`config.mk`:
```
export PLATFORM = sky130hd
export DESIGN_NAME = hpt_mac
export DESIGN_NICKNAME = d
export VERILOG_FILES = /design/src/rtl/homography_point_transform_core_defines.svh /design/src/rtl/hpt_pkg.sv /design/src/rtl/hpt_mac.sv
export SDC_FILE = /design/constraint.sdc
export NUM_CORES = 2
export LEC_CHECK = 0
export BUFFER_PORTS_ARGS = -buffer_cell sky130_fd_sc_hd__buf_2
export CAP_MARGIN = 20
export CORE_UTILIZATION = 66
export DETAILED_ROUTE_END_ITERATION = 8
export GPL_TIMING_DRIVEN = 0
export PLACE_DENSITY = 0.84
export RECOVER_POWER = 25
export SLEW_MARGIN = 20
export SYNTH_ARGS = -nofsm -noshare
export SYNTH_HDL_FRONTEND = slang
export SYNTH_SLANG_ARGS = --single-unit
```
`constraint.sdc`:
```
create_clock -name i_clk -period 8.65 [get_ports i_clk]
set_input_delay 0.4325 -clock i_clk [delete_from_list [all_inputs] [get_ports i_clk]]
set_output_delay 0.4325 -clock i_clk [all_outputs]
set_load 0.01 [all_outputs]
```
`src/rtl/homography_point_transform_core_defines.svh`:
```
// ---------------------------------------------------------------------------
// Homography point transform assertion macros
// Shared assertion helpers; they expand to nothing in synthesis builds.
// ---------------------------------------------------------------------------
`ifndef HOMOGRAPHY_POINT_TRANSFORM_CORE_DEFINES_SVH
`define HOMOGRAPHY_POINT_TRANSFORM_CORE_DEFINES_SVH

`ifndef SYNTHESIS
// Same-cycle implication, disabled while reset is active.
`define HPT_ASSERT_IMP(lbl, clk, rst_n, ante, cons, msg) \
    lbl: assert property (@(posedge clk) disable iff (!rst_n) (ante) |-> (cons)) \
        else $error(msg);
// Next-cycle implication, disabled while reset is active.
`define HPT_ASSERT_NEXT(lbl, clk, rst_n, ante, cons, msg) \
    lbl: assert property (@(posedge clk) disable iff (!rst_n) (ante) |=> (cons)) \
        else $error(msg);
`else
`define HPT_ASSERT_IMP(lbl, clk, rst_n, ante, cons, msg)
`define HPT_ASSERT_NEXT(lbl, clk, rst_n, ante, cons, msg)
`endif

`endif

```
`src/rtl/hpt_pkg.sv`:
```
// ---------------------------------------------------------------------------
// Homography point transform package
// Fixed-point formats, register indexes and the per-point flag bundle.
// ---------------------------------------------------------------------------
package hpt_pkg;

    // Fixed-point formats.
    localparam int COORD_FRAC      = 4;
    localparam int COEF_FRAC       = 32;
    localparam int DEF_COORD_WIDTH = 16;
    localparam int DEF_COEF_WIDTH  = 48;

    // Coefficient value 1.0 before truncation to the register width.
    localparam logic [63:0] COEF_ONE = 64'(1) << COEF_FRAC;

    // Configuration register indexes.
    localparam int CFG_IDX_W = 3;

    typedef enum logic [CFG_IDX_W-1:0] {
        CFG_COEF_XX = 3'd0,
        CFG_COEF_XY = 3'd1,
        CFG_COEF_XT = 3'd2,
        CFG_COEF_YX = 3'd3,
        CFG_COEF_YY = 3'd4,
        CFG_COEF_YT = 3'd5,
        CFG_COEF_WX = 3'd6,
        CFG_COEF_WY = 3'd7
    } t_cfg_idx;

    // Status that travels with each point through the divider.
    typedef struct packed {
        logic neg_x;
        logic neg_y;
        logic zero;
        logic ovf_x;
        logic ovf_y;
    } t_hpt_flags;

endpackage

```
`src/rtl/hpt_mac.sv`:
```
// ---------------------------------------------------------------------------
// Homography linear form
// Three-stage pipeline computing c1*x + c2*y + addend exactly.
// ---------------------------------------------------------------------------
module hpt_mac #(
    parameter int COORD_WIDTH = hpt_pkg::DEF_COORD_WIDTH,
    parameter int COEF_WIDTH  = hpt_pkg::DEF_COEF_WIDTH
) (
    input  logic                                   i_clk,
    input  logic [2:0]                             i_en,
    input  logic signed [COORD_WIDTH-1:0]          i_x,
    input  logic signed [COORD_WIDTH-1:0]          i_y,
    input  logic signed [COEF_WIDTH-1:0]           i_coef_x,
    input  logic signed [COEF_WIDTH-1:0]           i_coef_y,
    input  logic signed [COEF_WIDTH+COORD_WIDTH:0] i_addend,
    output logic signed [COEF_WIDTH+COORD_WIDTH:0] o_sum
);

    localparam int LO_W    = COEF_WIDTH / 2;
    localparam int HI_W    = COEF_WIDTH - LO_W;
    localparam int PP_HI_W = HI_W + COORD_WIDTH;
    localparam int PP_LO_W = LO_W + 1 + COORD_WIDTH;
    localparam int PROD_W  = COEF_WIDTH + COORD_WIDTH;
    localparam int SUM_W   = PROD_W + 1;

    // Coefficient halves: signed upper part, unsigned lower part.
    logic signed [HI_W-1:0] w_cx_hi;
    logic signed [HI_W-1:0] w_cy_hi;
    logic signed [LO_W:0]   w_cx_lo;
    logic signed [LO_W:0]   w_cy_lo;

    assign w_cx_hi = i_coef_x[COEF_WIDTH-1:LO_W];
    assign w_cy_hi = i_coef_y[COEF_WIDTH-1:LO_W];
    assign w_cx_lo = {1'b0, i_coef_x[LO_W-1:0]};
    assign w_cy_lo = {1'b0, i_coef_y[LO_W-1:0]};

    // Stage 0: four partial products, each no wider than 25 by 16 bits at the default widths.
    logic signed [PP_HI_W-1:0] r_ppx_hi;
    logic signed [PP_HI_W-1:0] r_ppy_hi;
    logic signed [PP_LO_W-1:0] r_ppx_lo;
    logic signed [PP_LO_W-1:0] r_ppy_lo;

    always_ff @(posedge i_clk) begin
        if (i_en[0]) begin
            r_ppx_hi <= PP_HI_W'(w_cx_hi) * PP_HI_W'(i_x);
            r_ppy_hi <= PP_HI_W'(w_cy_hi) * PP_HI_W'(i_y);
            r_ppx_lo <= PP_LO_W'(w_cx_lo) * PP_LO_W'(i_x);
            r_ppy_lo <= PP_LO_W'(w_cy_lo) * PP_LO_W'(i_y);
        end
    end

    // Stage 1: recombine the halves into full products.
    logic signed [PROD_W-1:0] r_prod_x;
    logic signed [PROD_W-1:0] r_prod_y;

    always_ff @(posedge i_clk) begin
        if (i_en[1]) begin
            r_prod_x <= (PROD_W'(r_ppx_hi) <<< LO_W) + PROD_W'(r_ppx_lo);
            r_prod_y <= (PROD_W'(r_ppy_hi) <<< LO_W) + PROD_W'(r_ppy_lo);
        end
    end

    // Stage 2: add both products and the constant term.
    logic signed [SUM_W-1:0] r_sum;

    always_ff @(posedge i_clk) begin
        if (i_en[2]) begin
            r_sum <= SUM_W'(r_prod_x) + SUM_W'(r_prod_y) + i_addend;
        end
    end

    assign o_sum = r_sum;

endmodule

```
Word-level counts from Yosys, hierarchy flattened --
Cells that the tools add are included.
Storage, ports and cells: bits in registers 355, latch bits 0, bits in writable memories 0, memory bits (read-only) 0, input bits 197, output and inout port bits 65, logic and storage cells 15, memories kept 0
Cells by class: add/sub/neg operators 4, multipliers 4, divide/modulo/power cells 0, magnitude comparators 0, eq/ne operators 0, shifts and indexed selects 0, multiplexer cells 0, bitwise operators 0, reduce and logical (&&, ||, !) cells 0
Operator list (number):
- $add 64x41->64 | 2
- $mul 25x16->41 | 2
- $mul 24x16->40 | 2
- $add 64x64->65 | 1
- $add 65x65->65 | 1

Longest topological paths before layout --
depth after elaboration 2, depth in mapped cells 27, gate-level depth less buffers 25

Least setup slack after synthesis --
Ideal clock, no wire load.
kind input to register, start in i_x[7], end reg r_ppx_hi[39] (data pin), setup time 0.260 ns, arrival 6.406 ns, data required time 8.390 ns, setup slack 1.984 ns, cell stages on the path 26, buffers on the path 2, cells stage by stage clkbuf_1 > clkbuf_1 > nand2_1 > fa_1 > inv_1 > fa_1 > inv_1 > fa_1 > inv_1 > fa_1 > fa_1 > inv_1 > fa_1 > inv_1 > ha_1 > and3_1 > a221o_1 > a221oi_1 > nand2_1 > a21oi_1 > o21ai_0 > o31a_1 > nand4_1 > nand4b_1 > a21oi_1 > xnor2_1
On the way: longest elaborated chain between the ends 1
RTL lines:
- start: declaration | line hpt_mac.sv:11 | input logic signed [COORD_WIDTH-1:0] i_x,
- $mul 24x16->40 | line hpt_mac.sv:45 | r_ppx_hi <= PP_HI_W'(w_cx_hi) * PP_HI_W'(i_x);
- end signal: assignment | line hpt_mac.sv:45
- end: declaration | line hpt_mac.sv:38 | logic signed [PP_HI_W-1:0] r_ppx_hi;
No other way between the ends. A chain may end at the register's enable or synchronous reset.

Final worst setup path --
start in i_y[10], end reg r_ppy_hi[36] (data pin)
On the way: longest elaborated chain between the ends 1
RTL lines:
- start: declaration | line hpt_mac.sv:12 | input logic signed [COORD_WIDTH-1:0] i_y,
- $mul 24x16->40 | line hpt_mac.sv:46 | r_ppy_hi <= PP_HI_W'(w_cy_hi) * PP_HI_W'(i_y);
- end signal: assignment | line hpt_mac.sv:46
- end: declaration | line hpt_mac.sv:39 | logic signed [PP_HI_W-1:0] r_ppy_hi;
No other way between the ends.

==> reports/results.txt <==
status - finished with violations
failing checks - capacitance limit, slew limit
# port buffers - 231
Routed WL per cell - 23.1 µm
Routed WL - 213 mm
die height - 332 µm
1st-iter DRT viols - 5212
All-Layer GR Usage - 39.5%
worst r2r src - r_prod_x[1]$_DFFE_PP_
Slew @ Worst Pin - 3.44 ns
worst-case clock buffer depth - 3
GP Congestion - 1.05
vias per cell - 5.95
most common cell after layout, fill and taps aside - inv_1
First-pass DRT Iterations - 6
Area growth syn-to-layout - 5.99%
Syn Nets - 9744
post-layout instance area - 76300 µm²
Final min period - 8.48 ns
Crit path top cell by count - fa_1
sequential share of the synthesized area - 14.8%
CP Capture Point - r_ppy_hi[36]$_DFFE_PP_
Post-Syn Area - 72000 µm²
Initial Util - 66.9%
YS warnings - 0
clk sinks - 355
hold buffer count at cts - 0
vias in the first global route - 57500
prevailing post-synth register cell - edfxtp_1
Critical Path Max Stage Delay - 0.78 ns
Slowest-stage cell, CP - clkbuf_1
worst reg-to-reg setup slack - 3.77 ns
CTS tree - done
CP delay by family, top - adder cells
sum of negative setup slack - 0 ns
RSZ-0062 raised after global routing - no
Max-cap violations - 3
initial antenna violation count - 40
Worst Path Arrival - 8.70 ns
distinct cell type count after synthesis - 79
Hold Vio Cnt, Final - 0
final net count - 10000
Post-synth EDFFs - 355
H-tree Lvls - 2
Worst Hold Class - primary input to flop
die area - 110000 µm²
crit path launch type - primary input
Worst R2R Path Depth - 13
pre-CTS setup slack - -0.487 ns
flops & latches, synth - 355
share of cells above drive strength 1 - 4.33%
Cell Rows - 120
die width - 332 µm
kind of critical path - primary input to flop
number of remaining DRC errors - 0
RR Endpoint - o_sum[50]$_DFFE_PP_
Final ANT Viol Nets - 0
first-pass GRT wire length - 328 mm
FILL cells - 8127
Tcrit/Tclk final - 98.1%
Slew headroom - -129%
critical path buffer and inverter count - 5
critical path cell sequence - clkbuf_1, clkbuf_1, nand2_1, fa_1, inv_1, fa_1, fa_1, fa_1, fa_1, inv_1, fa_1, inv_1, ha_1, nand4_1, a21oi_1, nor4bb_1, o31ai_2, o211ai_1, o21ai_0, nand2b_1, a21oi_1, xnor2_1
fmax - 0.118 GHz
Num CTS Buffers - 35
detailed-route via count - 54900
Final Slew Violations - 157
setup violators final - 0
Critical Path RT - 8.86 ns
Reg clk slew, reported paths - 0.07 ns
Critical Path Start - i_y[10]
pin count of the biggest net entering global routing - 113
placed cell area - 75000 µm²
Root Driver - clkbuf_16
critical path depth in cells - 22
GR Overflow Total - 0
asr flop ratio synth - 0%
post-synthesis cell count - 7507
Avg Cell Area, Syn - 9.59 µm²
CP endpoint kind - flop
most frequent cells in the layout - 1696 x inv_1, 1427 x fa_1, 924 x nand2_1
latest clock arrival within the worst-skew pair - 0.56 ns
DP HPWL - 177 mm
CP max FO - 10
Core ar. - 108000 µm²
io pins - 262
Final Skew - 0.0292 ns
final setup margin - 0.165 ns
[sequential cells by signal, summed over array words and instances, names as in the netlist]
signal and cells:
r_ppy_lo 41, r_ppx_hi 40, r_prod_y 64, r_ppx_lo 41, r_prod_x 64, r_ppy_hi 40, o_sum 65
[what timing repair did]
action                     CTS  global route
setup endpoints to repair    0            10
setup buffers                0             0
gates resized for setup      0            23
[final cells by class]
cell class,count,area (µm²),area share [%]
Multi-Input combinational cell,5179,54000,70.8
Sequential cell,355,10700,14.0
Inverter,1697,6370,8.35
Tap cell,1403,1760,2.30
Timing Repair Buffer,235,1220,1.60
Buffer,276,1050,1.37
Clock buffer,38,887,1.16
Clock inverter,26,327,0.428
Antenna cell,19,47.5,0.0623
[worst min path at each step]
stage	start	endpoint	slack, ns	cells after the start
after global placement	r_ppy_lo[6]$_DFFE_PP_	r_prod_y[6]$_DFFE_PP_	0.40	0
final	i_addend[1]	o_sum[1]$_DFFE_PP_	0.36	3
after detailed placement	r_ppy_lo[10]$_DFFE_PP_	r_prod_y[10]$_DFFE_PP_	0.40	0
after global routing	i_addend[1]	o_sum[1]$_DFFE_PP_	0.38	3
after floorplan	r_ppx_lo[0]$_DFFE_PP_	r_prod_x[0]$_DFFE_PP_	0.40	0
after CTS	i_en[0]	r_ppy_lo[0]$_DFFE_PP_	0.29	1
[cell usage after synthesis (all sizes together), types with 123 or more instances]
cell,count,area [µm²]
nor2,210,788
ha,613,7670
a21oi,255,1280
inv,1696,6370
o21ai,123,619
nand2,924,3470
xnor2,202,1770
edfxtp,355,10700
a21o,133,998
fa,1427,28600
and2,656,4100
clkbuf,272,1020
[worst reg2reg max path, cell delays in order, from the launching register on]
cell       delay (ns)
edfxtp_1         0.51
fa_1             0.47
ha_1             0.33
a211o_1          0.32
a21oi_1          0.31
a21oi_2          0.13
a221o_1          0.42
a2111oi_2        0.75
o41ai_4          0.22
a31oi_2          0.27
or3_1            0.20
a21oi_2          0.08
mux2i_1          0.12
or4_1            0.50
[stage by stage]
stage | util (%) | instances | hold WS, ns
3_3_place_gp | 69.6 | 9141 | 0.401
6_report | 70.9 | 9228 | 0.362
2_1_floorplan | - | 7507 | 0.400
3_5_place_dp | 69.7 | 9145 | 0.405
4_1_cts | 70.8 | 9209 | 0.287
5_1_grt | 70.8 | 9219 | 0.376
[routing by layer]
| layer | global-route usage [%] | up-vias | wire [µm] |
|---|---|---|---|
| met4 | 19.8 | 24 | 13100 |
| li1 | - | 23500 | - |
| met5 | 0 | - | 149 |
| met2 | 60.5 | 3346 | 94000 |
| met3 | 13.3 | 810 | 29800 |
| met1 | 50.3 | 27200 | 76300 |
[logic make-up after synthesis]
logic type	synth area share, %
mux	0.0278
compound gates	6.88
buf+inv	10.3
simple gates	14.1
fa+ha+maj	50.3
xor+xnor	3.54
flops	14.8
Power is not shown: default switching activity piles up to over one toggle a cycle in this logic, so the estimate is an artifact.
