$ cat src/rtl/homography_point_transform_core_defines.svh
// ---------------------------------------------------------------------------
// Homography point transform assertion macros
// Shared assertion helpers; they expand to nothing in synthesis builds.
// ---------------------------------------------------------------------------
`ifndef HOMOGRAPHY_POINT_TRANSFORM_CORE_DEFINES_SVH
`define HOMOGRAPHY_POINT_TRANSFORM_CORE_DEFINES_SVH

`ifndef SYNTHESIS
// Same-cycle implication, disabled while reset is active.
`define HPT_ASSERT_IMP(lbl, clk, rst_n, ante, cons, msg) \
    lbl: assert property (@(posedge clk) disable iff (!rst_n) (ante) |-> (cons)) \
        else $error(msg);
// Next-cycle implication, disabled while reset is active.
`define HPT_ASSERT_NEXT(lbl, clk, rst_n, ante, cons, msg) \
    lbl: assert property (@(posedge clk) disable iff (!rst_n) (ante) |=> (cons)) \
        else $error(msg);
`else
`define HPT_ASSERT_IMP(lbl, clk, rst_n, ante, cons, msg)
`define HPT_ASSERT_NEXT(lbl, clk, rst_n, ante, cons, msg)
`endif

`endif

$ cat src/rtl/hpt_pkg.sv
// ---------------------------------------------------------------------------
// Homography point transform package
// Fixed-point formats, register indexes and the per-point flag bundle.
// ---------------------------------------------------------------------------
package hpt_pkg;

    // Fixed-point formats.
    localparam int COORD_FRAC      = 4;
    localparam int COEF_FRAC       = 32;
    localparam int DEF_COORD_WIDTH = 16;
    localparam int DEF_COEF_WIDTH  = 48;

    // Coefficient value 1.0 before truncation to the register width.
    localparam logic [63:0] COEF_ONE = 64'(1) << COEF_FRAC;

    // Configuration register indexes.
    localparam int CFG_IDX_W = 3;

    typedef enum logic [CFG_IDX_W-1:0] {
        CFG_COEF_XX = 3'd0,
        CFG_COEF_XY = 3'd1,
        CFG_COEF_XT = 3'd2,
        CFG_COEF_YX = 3'd3,
        CFG_COEF_YY = 3'd4,
        CFG_COEF_YT = 3'd5,
        CFG_COEF_WX = 3'd6,
        CFG_COEF_WY = 3'd7
    } t_cfg_idx;

    // Status that travels with each point through the divider.
    typedef struct packed {
        logic neg_x;
        logic neg_y;
        logic zero;
        logic ovf_x;
        logic ovf_y;
    } t_hpt_flags;

endpackage

$ cat src/rtl/hpt_prep.sv
// ---------------------------------------------------------------------------
// Homography divide preparation
// Takes magnitudes and signs of u, v, w and flags zero and overflow.
// ---------------------------------------------------------------------------
module hpt_prep #(
    parameter int COORD_WIDTH = hpt_pkg::DEF_COORD_WIDTH,
    parameter int COEF_WIDTH  = hpt_pkg::DEF_COEF_WIDTH
) (
    input  logic                                          i_clk,
    input  logic [1:0]                                    i_en,
    input  logic signed [COEF_WIDTH+COORD_WIDTH:0]        i_u,
    input  logic signed [COEF_WIDTH+COORD_WIDTH:0]        i_v,
    input  logic signed [COEF_WIDTH+COORD_WIDTH:0]        i_w,
    output logic [COEF_WIDTH+COORD_WIDTH+hpt_pkg::COORD_FRAC:0] o_num_x,
    output logic [COEF_WIDTH+COORD_WIDTH+hpt_pkg::COORD_FRAC:0] o_num_y,
    output logic [COEF_WIDTH+COORD_WIDTH:0]               o_den,
    output hpt_pkg::t_hpt_flags                           o_flags
);

    import hpt_pkg::*;

    localparam int SUM_W = COEF_WIDTH + COORD_WIDTH + 1;
    localparam int NUM_W = SUM_W + COORD_FRAC;
    localparam int CMP_W = SUM_W + COORD_WIDTH + 1;

    // Stage 3: magnitudes, result signs and the zero divisor check.
    logic [SUM_W-1:0] w_abs_u;
    logic [SUM_W-1:0] w_abs_v;
    logic [SUM_W-1:0] w_abs_w;

    assign w_abs_u = i_u[SUM_W-1] ? -i_u : i_u;
    assign w_abs_v = i_v[SUM_W-1] ? -i_v : i_v;
    assign w_abs_w = i_w[SUM_W-1] ? -i_w : i_w;

    logic [NUM_W-1:0] r_s3_num_x;
    logic [NUM_W-1:0] r_s3_num_y;
    logic [SUM_W-1:0] r_s3_den;
    t_hpt_flags       r_s3_flags;

    always_ff @(posedge i_clk) begin
        if (i_en[0]) begin
            r_s3_num_x       <= {w_abs_u, {COORD_FRAC{1'b0}}};
            r_s3_num_y       <= {w_abs_v, {COORD_FRAC{1'b0}}};
            r_s3_den         <= w_abs_w;
            r_s3_flags.neg_x <= i_u[SUM_W-1] ^ i_w[SUM_W-1];
            r_s3_flags.neg_y <= i_v[SUM_W-1] ^ i_w[SUM_W-1];
            r_s3_flags.zero  <= (i_w == '0);
            r_s3_flags.ovf_x <= 1'b0;
            r_s3_flags.ovf_y <= 1'b0;
        end
    end

    // Stage 4: the quotient needs more bits than the divider makes when
    // the numerator reaches the divisor shifted past the top quotient bit.
    logic [CMP_W-1:0] w_den_top;
    t_hpt_flags       w_s4_flags;

    assign w_den_top = CMP_W'(r_s3_den) << (COORD_WIDTH + 1);

    always_comb begin
        w_s4_flags       = r_s3_flags;
        w_s4_flags.ovf_x = CMP_W'(r_s3_num_x) >= w_den_top;
        w_s4_flags.ovf_y = CMP_W'(r_s3_num_y) >= w_den_top;
    end

    logic [NUM_W-1:0] r_s4_num_x;
    logic [NUM_W-1:0] r_s4_num_y;
    logic [SUM_W-1:0] r_s4_den;
    t_hpt_flags       r_s4_flags;

    always_ff @(posedge i_clk) begin
        if (i_en[1]) begin
            r_s4_num_x <= r_s3_num_x;
            r_s4_num_y <= r_s3_num_y;
            r_s4_den   <= r_s3_den;
            r_s4_flags <= w_s4_flags;
        end
    end

    assign o_num_x = r_s4_num_x;
    assign o_num_y = r_s4_num_y;
    assign o_den   = r_s4_den;
    assign o_flags = r_s4_flags;

endmodule

$ cat config.mk
export PLATFORM = sky130hd
export DESIGN_NAME = hpt_prep
export DESIGN_NICKNAME = d
export VERILOG_FILES = /design/src/rtl/homography_point_transform_core_defines.svh /design/src/rtl/hpt_pkg.sv /design/src/rtl/hpt_prep.sv
export SDC_FILE = /design/constraint.sdc
export NUM_CORES = 1
export LEC_CHECK = 0
export ABC_AREA = 0
export BUFFER_PORTS_ARGS = -buffer_cell sky130_fd_sc_hd__clkbuf_2
export CAP_MARGIN = 15
export CORE_MARGIN = 1.5
export CORE_UTILIZATION = 50
export CTS_BUF_LIST = sky130_fd_sc_hd__clkbuf_8 sky130_fd_sc_hd__clkbuf_16
export DETAILED_ROUTE_END_ITERATION = 10
export PLACE_DENSITY = 0.74
export REMOVE_ABC_BUFFERS = 1
export SYNTH_ARGS = -nofsm -noshare
export SYNTH_HDL_FRONTEND = slang
export SYNTH_SLANG_ARGS = --single-unit
$ cat constraint.sdc
create_clock -name i_clk -period 3.5 [get_ports i_clk]
set_clock_uncertainty 0.2 [all_clocks]
set_input_delay 0 -clock i_clk [delete_from_list [all_inputs] [get_ports i_clk]]
set_output_delay 0 -clock i_clk [all_outputs]
set_load 0.1 [all_outputs]
## Word level (Yosys, flattened, before mapping)

Index checks and enable logic that the tools add are counted.

- Logic and storage cells: 28
- Output and inout port bits: 208
- Bits of input ports: 198
- Register bits: 398

- Mux-type cells: 3
- Magnitude comparators: 2
- Add/sub/neg operators: 3
- Bitwise logic cells: 2
- Reduce and logical (&&, ||, !) cells: 1

Operators by type and width:

| kind | number |
|---|---|
| 65-bit negation | 3 |
| 64-bit 2-to-1 mux | 3 |
| 69-bit by 82-bit greater-or-equal comparator with 1-bit output | 2 |
| 65-bit zero test | 1 |
| 1-bit bitwise XOR | 2 |

## Longest topological paths before layout

Gate-level depths: netlist (run 1).

- Depth after elaboration: 2
- Depth in mapped cells: 8
- Depth with buffers taken out: 8

## Worst setup path before layout (run 1)

OpenSTA, ideal clock, no wires.

- Path kind: input-to-reg
- Start: input port i_w[34]
- End: register r_s3_den[64], data pin
- Stages on the path: 7
- Slack: 0.910 ns
- Buffers on the path: 0
- Setup time: 0.255 ns
- Data arrival time: 2.136 ns
- Required time: 3.045 ns
- Cells stage by stage: or4_1 nor4_1 nor4b_2 nand3_1 nor4bb_1 ha_1 and2_1

- Longest elaborated chain between the ends: 1

RTL lines:

| what | line | RTL |
|---|---|---|
| start, declared | hpt_prep.sv:13 | `input logic signed [COEF_WIDTH+COORD_WIDTH:0] i_w,` |
| 65-bit negation | hpt_prep.sv:33 | `assign w_abs_w = i_w[SUM_W-1] ? -i_w : i_w;` |
| end signal, assigned | hpt_prep.sv:44 | `r_s3_den <= w_abs_w;` |
| end, declared | hpt_prep.sv:37 | `logic [SUM_W-1:0] r_s3_den;` |

No other way between the ends.
A chain may end at the register's enable or synchronous reset.

## Worst setup path after layout (run 1)

- Start: input port i_u[16]
- End: register r_s3_num_x[63], data pin

- Longest elaborated chain between the ends: 2

RTL lines:

| what | line | RTL |
|---|---|---|
| start, declared | hpt_prep.sv:11 | `input logic signed [COEF_WIDTH+COORD_WIDTH:0] i_u,` |
| 65-bit negation | hpt_prep.sv:31 | `assign w_abs_u = i_u[SUM_W-1] ? -i_u : i_u;` |
| 64-bit 2-to-1 mux | hpt_prep.sv:31 |  |
| net w_abs_u[59] | hpt_prep.sv:27 | `logic [SUM_W-1:0] w_abs_u;` |
| end signal, assigned | hpt_prep.sv:42 | `r_s3_num_x <= {w_abs_u, {COORD_FRAC{1'b0}}};` |
| end, declared | hpt_prep.sv:35 | `logic [NUM_W-1:0] r_s3_num_x;` |

The timed path passes the listed nets, and every way through them passes these cells.

==> qor.csv, run 1 <==
metric,value,unit
multi_input_area,0.00637,mm2
final_area,0.0261,mm2
drtIter0Drc,1278,
hold_path_depth,6,
syn_area_per_cell,14.1,um2
fin_tns_setup,0,ns
critPathMaxFanout,6,
cts_sinks,398,
core,0.0366,mm2
max_clock_freq,0.294,GHz
ant_nets,0,
holdPathEnd,r_s3_den[14],
utilization,0.712,
clockBufferDepth,3,
worstSetupStartpointType,input port,
slowest_delay,0.59,ns
vias_per_cell,5.68,
rsz0062_at_grt,no,
vias,14800,
place_inst,2182,
first_global_vias,15000,
regArea,0.0120,mm2
slew_violations,0,
drive_above_1_share,0.241,
critPathTopFamily,simple AND/OR/NAND/NOR gates,
clk_latency,0.56,ns
cts_made_buffers,43,
final_nets,2405,
synth.distinct_cells,55,
async_flop_share,0,
grt_max_degree,83,
hpwl,39400,um
h-tree-depth,2,
synth_ff_type,edfxtp_1,
crit_start,i_u[16],
initial_core_util,0.508,
firstDrtPassIters,6,
worst_slew_pin_slew,1.18,ns
slowest_stage,or4_4,
whs,-0.00304,ns
rrSetupSlack,0.42,ns
die_area,0.0384,mm2
p_per_area,520,mW/mm2
die_height,196,um
grt_pass1_wl,85600,um
place_congestion,0.891,
fin_crit_sh,0.971,
dpl_cell_area,0.0213,mm2
wirelength,58500,um
violations,negative hold slack,
grt_overflow,0,
cts_tree,done,
p_leak,10.3,nW
yosys_warnings,0,
cp.arrival,3.49,ns
pin_count,406,
relSlewSlack,0.215,
crit_top_cell,dlygate4sd3_1,
pre_cts_slack,-0.0534,ns
fin_crit,3.40,ns
crit_required,3.60,ns
status,"complete, but fails checks",
fillCellCount,2367,
mappedNetlistArea,0.0186,mm2
worst-path-buf-inv,4,
worstSetupPathType,input port to register,
grt_use_total,0.298,
final_cells,2606,
ys_ff_latch,398,
maxCapViolCount,0,
ff2ff_path_depth,7,
antenna_found_initial,11,
finalSetupViolCount,0,
crit_path_cell_trace,"dlygate4sd3_1, clkbuf_2, or4_1, or4_4, nor4_4, buf_6, nand3_2, o41ai_2, xnor2_1, dlygate4sd3_1",
ys_seq_area_frac,0.642,
setup_ws,0.102,ns
hold_start,i_w[10],
rows,70,
total_power,13.6,mW
cts-root-buf,clkbuf_16,
reg2reg_from,r_s3_num_x[6],
avgRoutedWirePerCell,22.4,um
syn2layout_area_growth,40.2,%
crit_path_end_kind,register,
die_w,196,um
min_path_type,input port to register,
synth_cells,1319,
synth_enable_flop_cells,398,
numPortBuffers,397,
reg2reg_to,o_flags[1],
final_hold_viol_count,1,
drcViolationCount,0,
path_clk_slew,0.06,ns
ir_drop,361,uV
flip-flops by register name (all words and copies together) (netlist names):
register,flops
o_num_x,65
o_num_y,65
r_s3_den,65
r_s3_num_x,65
r_s3_flags,3
o_den,65
o_flags,5
r_s3_num_y,65
worst reg2reg max path: cells and delay by family, from the launching register on:
family / cells / cell delay [ns]
buf+inv: 1 / 0.21
compound gates: 5 / 1.49
flops: 1 / 0.43
simple gates: 1 / 0.57
placed cells by master (no fill, tap or decap), drive strengths merged, types with 3 or more instances in the layout:
cell | synthesis | layout
or2 | 9 | 9
nor2 | 16 | 16
buf | 10 | 24
diode | 0 | 9
or4 | 33 | 33
xnor2 | 184 | 184
clkinv | 0 | 15
nor4 | 24 | 24
o31ai | 58 | 58
edfxtp | 398 | 398
o21ai | 80 | 80
a31oi | 3 | 3
inv | 66 | 79
ha | 108 | 108
or3 | 25 | 25
nand4 | 18 | 18
dlygate4sd3 | 0 | 338
nand3 | 18 | 18
xor2 | 4 | 4
a211oi | 11 | 11
a21o | 12 | 12
nand2b | 14 | 14
nand2 | 88 | 88
o211ai | 3 | 3
o41ai | 33 | 33
clkbuf | 21 | 442
nor3 | 22 | 22
a21oi | 34 | 34
conb | 1 | 8
area by class of cell:
class	count	share of cell area
Timing Repair Buffer	759	0.216
Inverter	66	0.00950
Multi-Input combinational cell	831	0.244
Sequential cell	398	0.458
Tap cell	468	0.0225
Clock buffer	45	0.0432
Clock inverter	30	0.00576
Antenna cell	9	0.000864
metal layers:
metal | vias up | GRT usage | wire (um)
met5 | - | 0 | 17
met4 | 2 | 0.130 | 2480
met3 | 164 | 0.0586 | 4740
met2 | 780 | 0.505 | 28600
met1 | 7206 | 0.374 | 22700
li1 | 6648 | - | -
report_power, final:
group          internal (mW)  leakage (nW)  total, mW  switching [mW]
registers               5.82          3.90       6.06           0.243
logic                  0.974          5.69       3.29            2.32
clock network           2.38         0.676       4.22            1.85
Yosys cell counts (2+ instances only):
master	instances	area, um2
a211oi_1	11	82.6
a21o_1	12	90.1
a21oi_1	34	170
a221oi_1	2	17.5
a31oi_1	3	18.8
a41oi_1	2	17.5
and3_1	2	12.5
and4_1	2	17.5
buf_1	2	7.51
buf_4	8	60.1
clkbuf_1	21	78.8
edfxtp_1	398	12000
ha_1	108	1350
inv_1	66	248
nand2_1	87	327
nand2b_1	14	87.6
nand3_1	17	85.1
nand4_1	18	113
nor2_1	16	60.1
nor2b_1	2	12.5
nor3_1	20	100
nor4_1	21	131
nor4_4	2	42.5
nor4bb_1	2	20.0
o211ai_1	3	22.5
o21ai_0	80	400
o21bai_1	2	15.0
o31ai_1	58	435
o41ai_1	26	228
o41ai_2	7	114
or2_2	9	56.3
or3_1	24	150
or4_1	30	225
or4_4	3	33.8
xnor2_1	184	1610
xor2_1	4	35.0
timing repair:
action                     in CTS  in global routing
hold endpoints to repair      342                  0
gates resized for setup         0                 16
setup buffers                   0                  2
hold buffers                  338                  0
setup endpoints to repair       0                 36
kinds of logic after synthesis:
group	after synthesis	synth area share
AO/OA/AOI/OAI	247	0.0898
AND/OR/NAND/NOR	280	0.0853
buffers and inverters	97	0.0212
flip-flops	398	0.642
adder cells (fa/ha/maj)	108	0.0726
other	1	0.000202
XOR/XNOR	188	0.0885
worst max path at each step:
stage | to | slack [ns] | cells past startpoint
global route | r_s3_den[57] | 0.03 | 10
detailed placement | r_s3_den[64] | -0.05 | 9
floorplan | r_s3_den[64] | 0.91 | 7
global placement | r_s3_den[64] | -0.006 | 9
finish | r_s3_num_x[63] | 0.10 | 10
CTS | r_s3_num_y[54] | 0.02 | 9
Note: power is estimated with default switching activity, not from simulation.
==> run 2: changes to the inputs <==
==> constraint.sdc (replaced) <==
create_clock -name i_clk -period 4.3 [get_ports i_clk]
set_clock_uncertainty 0.2 [all_clocks]
set_input_delay 0 -clock i_clk [delete_from_list [all_inputs] [get_ports i_clk]]
set_output_delay 0 -clock i_clk [all_outputs]
set_load 0.1 [all_outputs]
==> run 2 against run 1 <==
The flow now finishes without violations. Count of clock-buffer cells in the layout did not move. Sequential power fell by 19%. Die area did not move. Global-route usage fell by 0.37 points. First-iteration DRC count fell by 11%. Cell count fell by 0.35%. Sequential share of layout area rose by 0.15 points. Clock power fell by 15%. Total power fell by 18%. Critical path type unchanged. Critical endpoint is now r_s3_den[63]. Largest power group unchanged.
==> qor.csv, run 2 (same netlist as run 1, synthesis figures left out) <==
metric,value,unit,change
place_congestion,0.859,,was 0.891
p_int,7.59,mW,was 9.17 mW
syn2layout_area_growth,39.7,%,was 40.2%
whs,0.0221,ns,was -0.00304 ns
cts_sinks,398,,unchanged
layout_commonest_cell,edfxtp_1,,unchanged
critPathMaxFanout,5,,was 6
first_global_vias,15200,,was 15000
grt_pass1_wl,85100,um,was 85600 um
grt_use_total,0.295,,was 0.298
rrSetupSlack,1.33,ns,was 0.42 ns
power_frac_clock,0.321,,was 0.311
status,"finished, final reports clean",,"was complete, but fails checks"
dpl_cell_area,0.0212,mm2,was 0.0213 mm2
initial_core_util,0.508,,unchanged
ff2ff_path_depth,7,,unchanged
crit_start,i_w[33],,was i_u[16]
post_cts_buffers,0,,unchanged
finalSetupViolCount,0,,unchanged
worstSetupPathType,input port to register,,unchanged
drtIter0Drc,1143,,was 1278
holdPathEnd,r_s3_num_x[49],,was r_s3_den[14]
crit_required,4.40,ns,was 3.60 ns
power.switching,3.59,mW,was 4.40 mW
ir_drop,318,uV,was 361 uV
crit_path_end_kind,register,,unchanged
rows,70,,unchanged
fin_tns_setup,0,ns,unchanged
antenna_found_initial,6,,was 11
final_hold_viol_count,0,,was 1
vias_per_cell,5.67,,was 5.68
vias,14700,,was 14800
hold_buffers,344,,was 338
crit_path_cell_trace,"dlygate4sd3_1, clkbuf_2, or4_1, nor4_1, nor4b_2, nand3_1, o31ai_1, xnor2_1, dlygate4sd3_1",,"was dlygate4sd3_1, clkbuf_2, or4_1, or4_4, nor4_4, buf_6, nand3_2, o41ai_2, xnor2_1, dlygate4sd3_1"
fillCellCount,2432,,was 2367
path_clk_slew,0.06,ns,about the same
post_cts_resized,0,,unchanged
maxCapViolCount,0,,unchanged
worst-path-buf-inv,3,,was 4
die_area,0.0384,mm2,unchanged
reg2reg_from,r_s3_num_x[6],,unchanged
p_sw_frac,0.321,,was 0.325
fin_crit_sh,0.932,,
cts-root-buf,clkbuf_16,,unchanged
critPathTopFamily,simple AND/OR/NAND/NOR gates,,unchanged
numPortBuffers,397,,unchanged
rsz0062_at_grt,no,,unchanged
p_per_area,430,mW/mm2,was 520 mW/mm2
final_nets,2400,,was 2405
clk_latency,0.58,ns,was 0.56 ns
die_w,196,um,unchanged
pin_count,406,,unchanged
h-tree-depth,2,,unchanged
hpwl,38200,um,was 39400 um
ant_nets,0,,unchanged
grt_overflow,0,,unchanged
setup_ws,0.291,ns,was 0.102 ns
grt_max_degree,116,,was 83
fin_crit,4.01,ns,
reg2reg_to,o_flags[1],,unchanged
final_area,0.0260,mm2,was 0.0261 mm2
drive_above_1_share,0.233,,was 0.241
drcViolationCount,0,,unchanged
slowest_stage,nor4b_2,,was or4_4
wirelength,57000,um,was 58500 um
slew_violations,0,,unchanged
hold_path_depth,1,,was 6
min_path_type,input port to register,,unchanged
pre_cts_slack,0.709,ns,was -0.0534 ns
cts_made_buffers,43,,unchanged
p_leak,10.2,nW,was 10.3 nW
avgRoutedWirePerCell,22.0,um,was 22.4 um
utilization,0.710,,was 0.712
cts_tree,done,,unchanged
die_height,196,um,unchanged
cp.arrival,4.11,ns,was 3.49 ns
core,0.0366,mm2,unchanged
worstSetupStartpointType,input port,,unchanged
final_cell_mix,"398 x edfxtp_1, 395 x clkbuf_2, 344 x dlygate4sd3_1",,"was 398 x edfxtp_1, 395 x clkbuf_2, 338 x dlygate4sd3_1"
combPwrFrac,0.238,,was 0.242
clockBufferDepth,3,,unchanged
relSlewSlack,0.301,,was 0.215
hold_start,i_en[0],,was i_w[10]
slowest_delay,0.69,ns,was 0.59 ns
worst_slew_pin_slew,1.05,ns,was 1.18 ns
crit_top_cell,dlygate4sd3_1,,unchanged
seq_power_share,0.441,,was 0.446
firstDrtPassIters,5,,was 6
max_clock_freq,0.249,GHz,
-- run 2: changes by cell type in the layout (fill, tap and decap cells not counted), moves of 2 or more --
cell and delta:
inv_1 -7, nor4_1 +2, diode_2 -4, clkinv_1 +3, bufinv_16 +2, o31ai_1 +4, dlygate4sd3_1 +6, buf_12 -2
buf_4 -8, o31ai_2 -3
-- run 2: per-stage QoR --
step | instances | total power, mW
3_5_place_dp | 2173 | 7.25
3_3_place_gp | 2173 | 7.19
2_1_floorplan | 1295 | 6.59
5_1_grt | 2597 | 11.5
4_1_cts | 2592 | 11.1
6_report | 2597 | 11.2
-- run 2: power groups by stage --
| stage | registers, mW | logic, mW | clock network (mW) |
|---|---|---|---|
| after floorplan | 6.00 | 0.584 | 0 |
| after global placement | 4.99 | 2.20 | 0 |
| after detailed placement | 5.00 | 2.25 | 0 |
| after CTS | 4.92 | 2.61 | 3.62 |
| after global routing | 4.96 | 2.80 | 3.76 |
| final | 4.93 | 2.66 | 3.59 |
-- run 2: final cells by class --
class                   instances  area (um2)  share of cell area
well taps                     468         586              0.0225
inverters                      66         248             0.00953
clock inverters                30         211             0.00814
multi-input cells             831        6290               0.242
repair buffers                754        5570               0.214
diodes                          5        12.5            0.000481
clock buffers                  45        1130              0.0433
flip-flops and latches        398       12000               0.460
-- run 2: routing by layer --
| metal | GRT usage | vias to the layer above | routed length, um |
|---|---|---|---|
| met5 | 0 | - | 17 |
| met4 | 0.134 | 2 | 2440 |
| met3 | 0.0727 | 148 | 4880 |
| met2 | 0.493 | 776 | 27700 |
| met1 | 0.362 | 7152 | 21900 |
| li1 | - | 6638 | - |
-- run 2: worst max path at each step --
stage / endpoint / slack [ns] / depth (start not counted)
after detailed placement: r_s3_den[64] / 0.71 / 8
after floorplan: r_s3_den[64] / 1.71 / 7
final: r_s3_den[63] / 0.29 / 9
after CTS: r_s3_den[63] / 0.48 / 9
after global placement: r_s3_den[64] / 0.87 / 8
after global routing: r_s3_den[63] / 0.009 / 9
==> run 3: changes to the inputs <==
--- a/config.mk
+++ b/config.mk
@@ -9,10 +9,9 @@
 export BUFFER_PORTS_ARGS = -buffer_cell sky130_fd_sc_hd__clkbuf_2
 export CAP_MARGIN = 15
 export CORE_MARGIN = 1.5
-export CORE_UTILIZATION = 50
+export CORE_UTILIZATION = 39
 export CTS_BUF_LIST = sky130_fd_sc_hd__clkbuf_8 sky130_fd_sc_hd__clkbuf_16
 export DETAILED_ROUTE_END_ITERATION = 10
-export PLACE_DENSITY = 0.74
 export REMOVE_ABC_BUFFERS = 1
 export SYNTH_ARGS = -nofsm -noshare
 export SYNTH_HDL_FRONTEND = slang
==> run 3 against run 2 <==
Non-clock buffer count is 5 higher. Highest routed layer unchanged. Clock power is 5% higher. Maximum frequency is 2.1% higher. Total power is 1.3% higher. Die area is 28% higher. Global-route usage is 6.5 points lower. Critical endpoint is now r_s3_den[46]. Critical path depth stayed put. Sequential power hardly changed.
==> qor.csv, run 3 (same netlist as run 1, synthesis figures left out) <==
metric,value,unit,change
hold_path_depth,2,,was 1
firstDrtPassIters,5,,unchanged
drive_above_1_share,0.233,,about the same
layout_commonest_cell,edfxtp_1,,unchanged
die_height,221,um,was 196 um
utilization,0.561,,was 0.710
p_sw_frac,0.318,,was 0.321
power.switching,3.60,mW,was 3.59 mW
path_clk_slew,0.06,ns,about the same
slew_violations,0,,unchanged
vias,14400,,was 14700
drcViolationCount,0,,unchanged
p_per_area,431,mW/mm2,was 430 mW/mm2
cts_tree,done,,unchanged
first_global_vias,14700,,was 15200
reg2reg_from,r_s3_num_x[5],,was r_s3_num_x[6]
p_leak,10.3,nW,was 10.2 nW
crit_required,4.40,ns,about the same
antenna_found_initial,7,,was 6
fin_crit,3.93,ns,was 4.01 ns
hold_buffers,348,,was 344
holdPathEnd,r_s3_den[0],,was r_s3_num_x[49]
finalSetupViolCount,0,,unchanged
syn2layout_area_growth,41.3,%,was 39.7%
grt_overflow,0,,unchanged
h-tree-depth,2,,unchanged
seq_power_share,0.435,,was 0.441
post_cts_buffers,0,,unchanged
p_int,7.73,mW,was 7.59 mW
cts_sinks,398,,unchanged
worst_slew_pin_slew,0.907,ns,was 1.05 ns
ir_drop,210,uV,was 318 uV
fin_crit_sh,0.913,,was 0.932
crit_path_end_kind,register,,unchanged
maxCapViolCount,0,,unchanged
combPwrFrac,0.234,,was 0.238
grt_use_total,0.230,,was 0.295
rows,79,,was 70
crit_start,i_w[34],,was i_w[33]
reg2reg_to,o_flags[1],,unchanged
fillCellCount,3919,,was 2432
cts-root-buf,clkbuf_16,,unchanged
critPathMaxFanout,5,,unchanged
worstSetupStartpointType,input port,,unchanged
drtIter0Drc,1100,,was 1143
final_cell_mix,"398 x edfxtp_1, 395 x clkbuf_2, 348 x dlygate4sd3_1",,"was 398 x edfxtp_1, 395 x clkbuf_2, 344 x dlygate4sd3_1"
grt_max_degree,97,,was 116
final_nets,2407,,was 2400
cp.arrival,4.02,ns,was 4.11 ns
grt_pass1_wl,85600,um,was 85100 um
max_clock_freq,0.255,GHz,was 0.249 GHz
cts_made_buffers,45,,was 43
fin_tns_setup,0,ns,unchanged
clk_latency,0.58,ns,about the same
relSlewSlack,0.395,,was 0.301
hold_start,i_w[0],,was i_en[0]
pin_count,406,,unchanged
hpwl,41400,um,was 38200 um
vias_per_cell,5.24,,was 5.67
min_path_type,input port to register,,unchanged
status,"finished, final reports clean",,unchanged
ant_nets,0,,unchanged
place_congestion,0.897,,was 0.859
ff2ff_path_depth,7,,unchanged
avgRoutedWirePerCell,20.8,um,was 22.0 um
worstSetupPathType,input port to register,,unchanged
final_hold_viol_count,0,,unchanged
initial_core_util,0.397,,was 0.508
rsz0062_at_grt,no,,unchanged
wirelength,57100,um,was 57000 um
post_cts_resized,0,,unchanged
power_frac_clock,0.332,,was 0.321
clockBufferDepth,3,,unchanged
die_area,0.0490,mm2,was 0.0384 mm2
numPortBuffers,397,,unchanged
die_w,221,um,was 196 um
core,0.0469,mm2,was 0.0366 mm2
rrSetupSlack,1.05,ns,was 1.33 ns
## run 3: changes by cell type in the layout (fill, tap and decap cells not counted), moves of 2 or more
cell	before	now
clkbuf_16	45	47
dlygate4sd3_1	344	348
clkinv_2	6	3
inv_1	72	78
clkinv_1	12	9
## run 3: through the flow
stage | power, mW | std cells | hold slack [ns] | area, um2 | setup WS [ns]
detailed placement | 7.27 | 2313 | 0.0343 | 21400 | 0.760
floorplan | 6.59 | 1295 | -0.101 | 18500 | 1.71
finish | 11.3 | 2744 | 0.0589 | 26300 | 0.374
global route | 11.7 | 2743 | 0.0414 | 26300 | 0.0597
global placement | 7.23 | 2313 | 0.0383 | 21400 | 0.783
CTS | 11.4 | 2740 | 0.00156 | 26300 | 0.445
## run 3: power by group through the flow
stage / combinational, mW / clock, mW / sequential, mW
floorplan: 0.584 / 0 / 6.00
CTS: 2.63 / 3.83 / 4.92
global placement: 2.24 / 0 / 4.99
detailed placement: 2.27 / 0 / 5.00
finish: 2.65 / 3.76 / 4.92
global route: 2.81 / 3.97 / 4.96
## run 3: worst max-delay path, stage by stage
cell           delay [ns]
dlygate4sd3_1        0.53
clkbuf_2             0.13
or4_1                0.64
nor4_1               0.59
nor4b_2              0.67
nand3_1              0.33
o41ai_1              0.43
xnor2_1              0.12
dlygate4sd3_1        0.57
## run 3: worst max path at each step
stage | end | slack (ns) | cells after the start
6_report | r_s3_den[46] | 0.37 | 9
5_1_grt | r_s3_den[46] | 0.06 | 9
4_1_cts | r_s3_den[46] | 0.45 | 9
3_5_place_dp | r_s3_den[64] | 0.76 | 8
3_3_place_gp | r_s3_den[64] | 0.78 | 8
2_1_floorplan | r_s3_den[64] | 1.71 | 7
## run 3: routing by layer
layer	global-route usage	share of wire	routed length [um]
met5	0	0.00061	35
met3	0.0501	0.076	4360
met4	0.0711	0.026	1500
met2	0.387	0.48	27400
met1	0.296	0.42	23800
## run 3: final cells by class
class,instances,area (um2),area share
flip-flops and latches,398,12000,0.454
multi-input cells,831,6290,0.239
repair buffers,759,5620,0.214
clock buffers,47,1180,0.0447
well taps,607,759,0.0289
clock inverters,32,248,0.00942
inverters,66,248,0.00942
diodes,4,10.0,0.000381
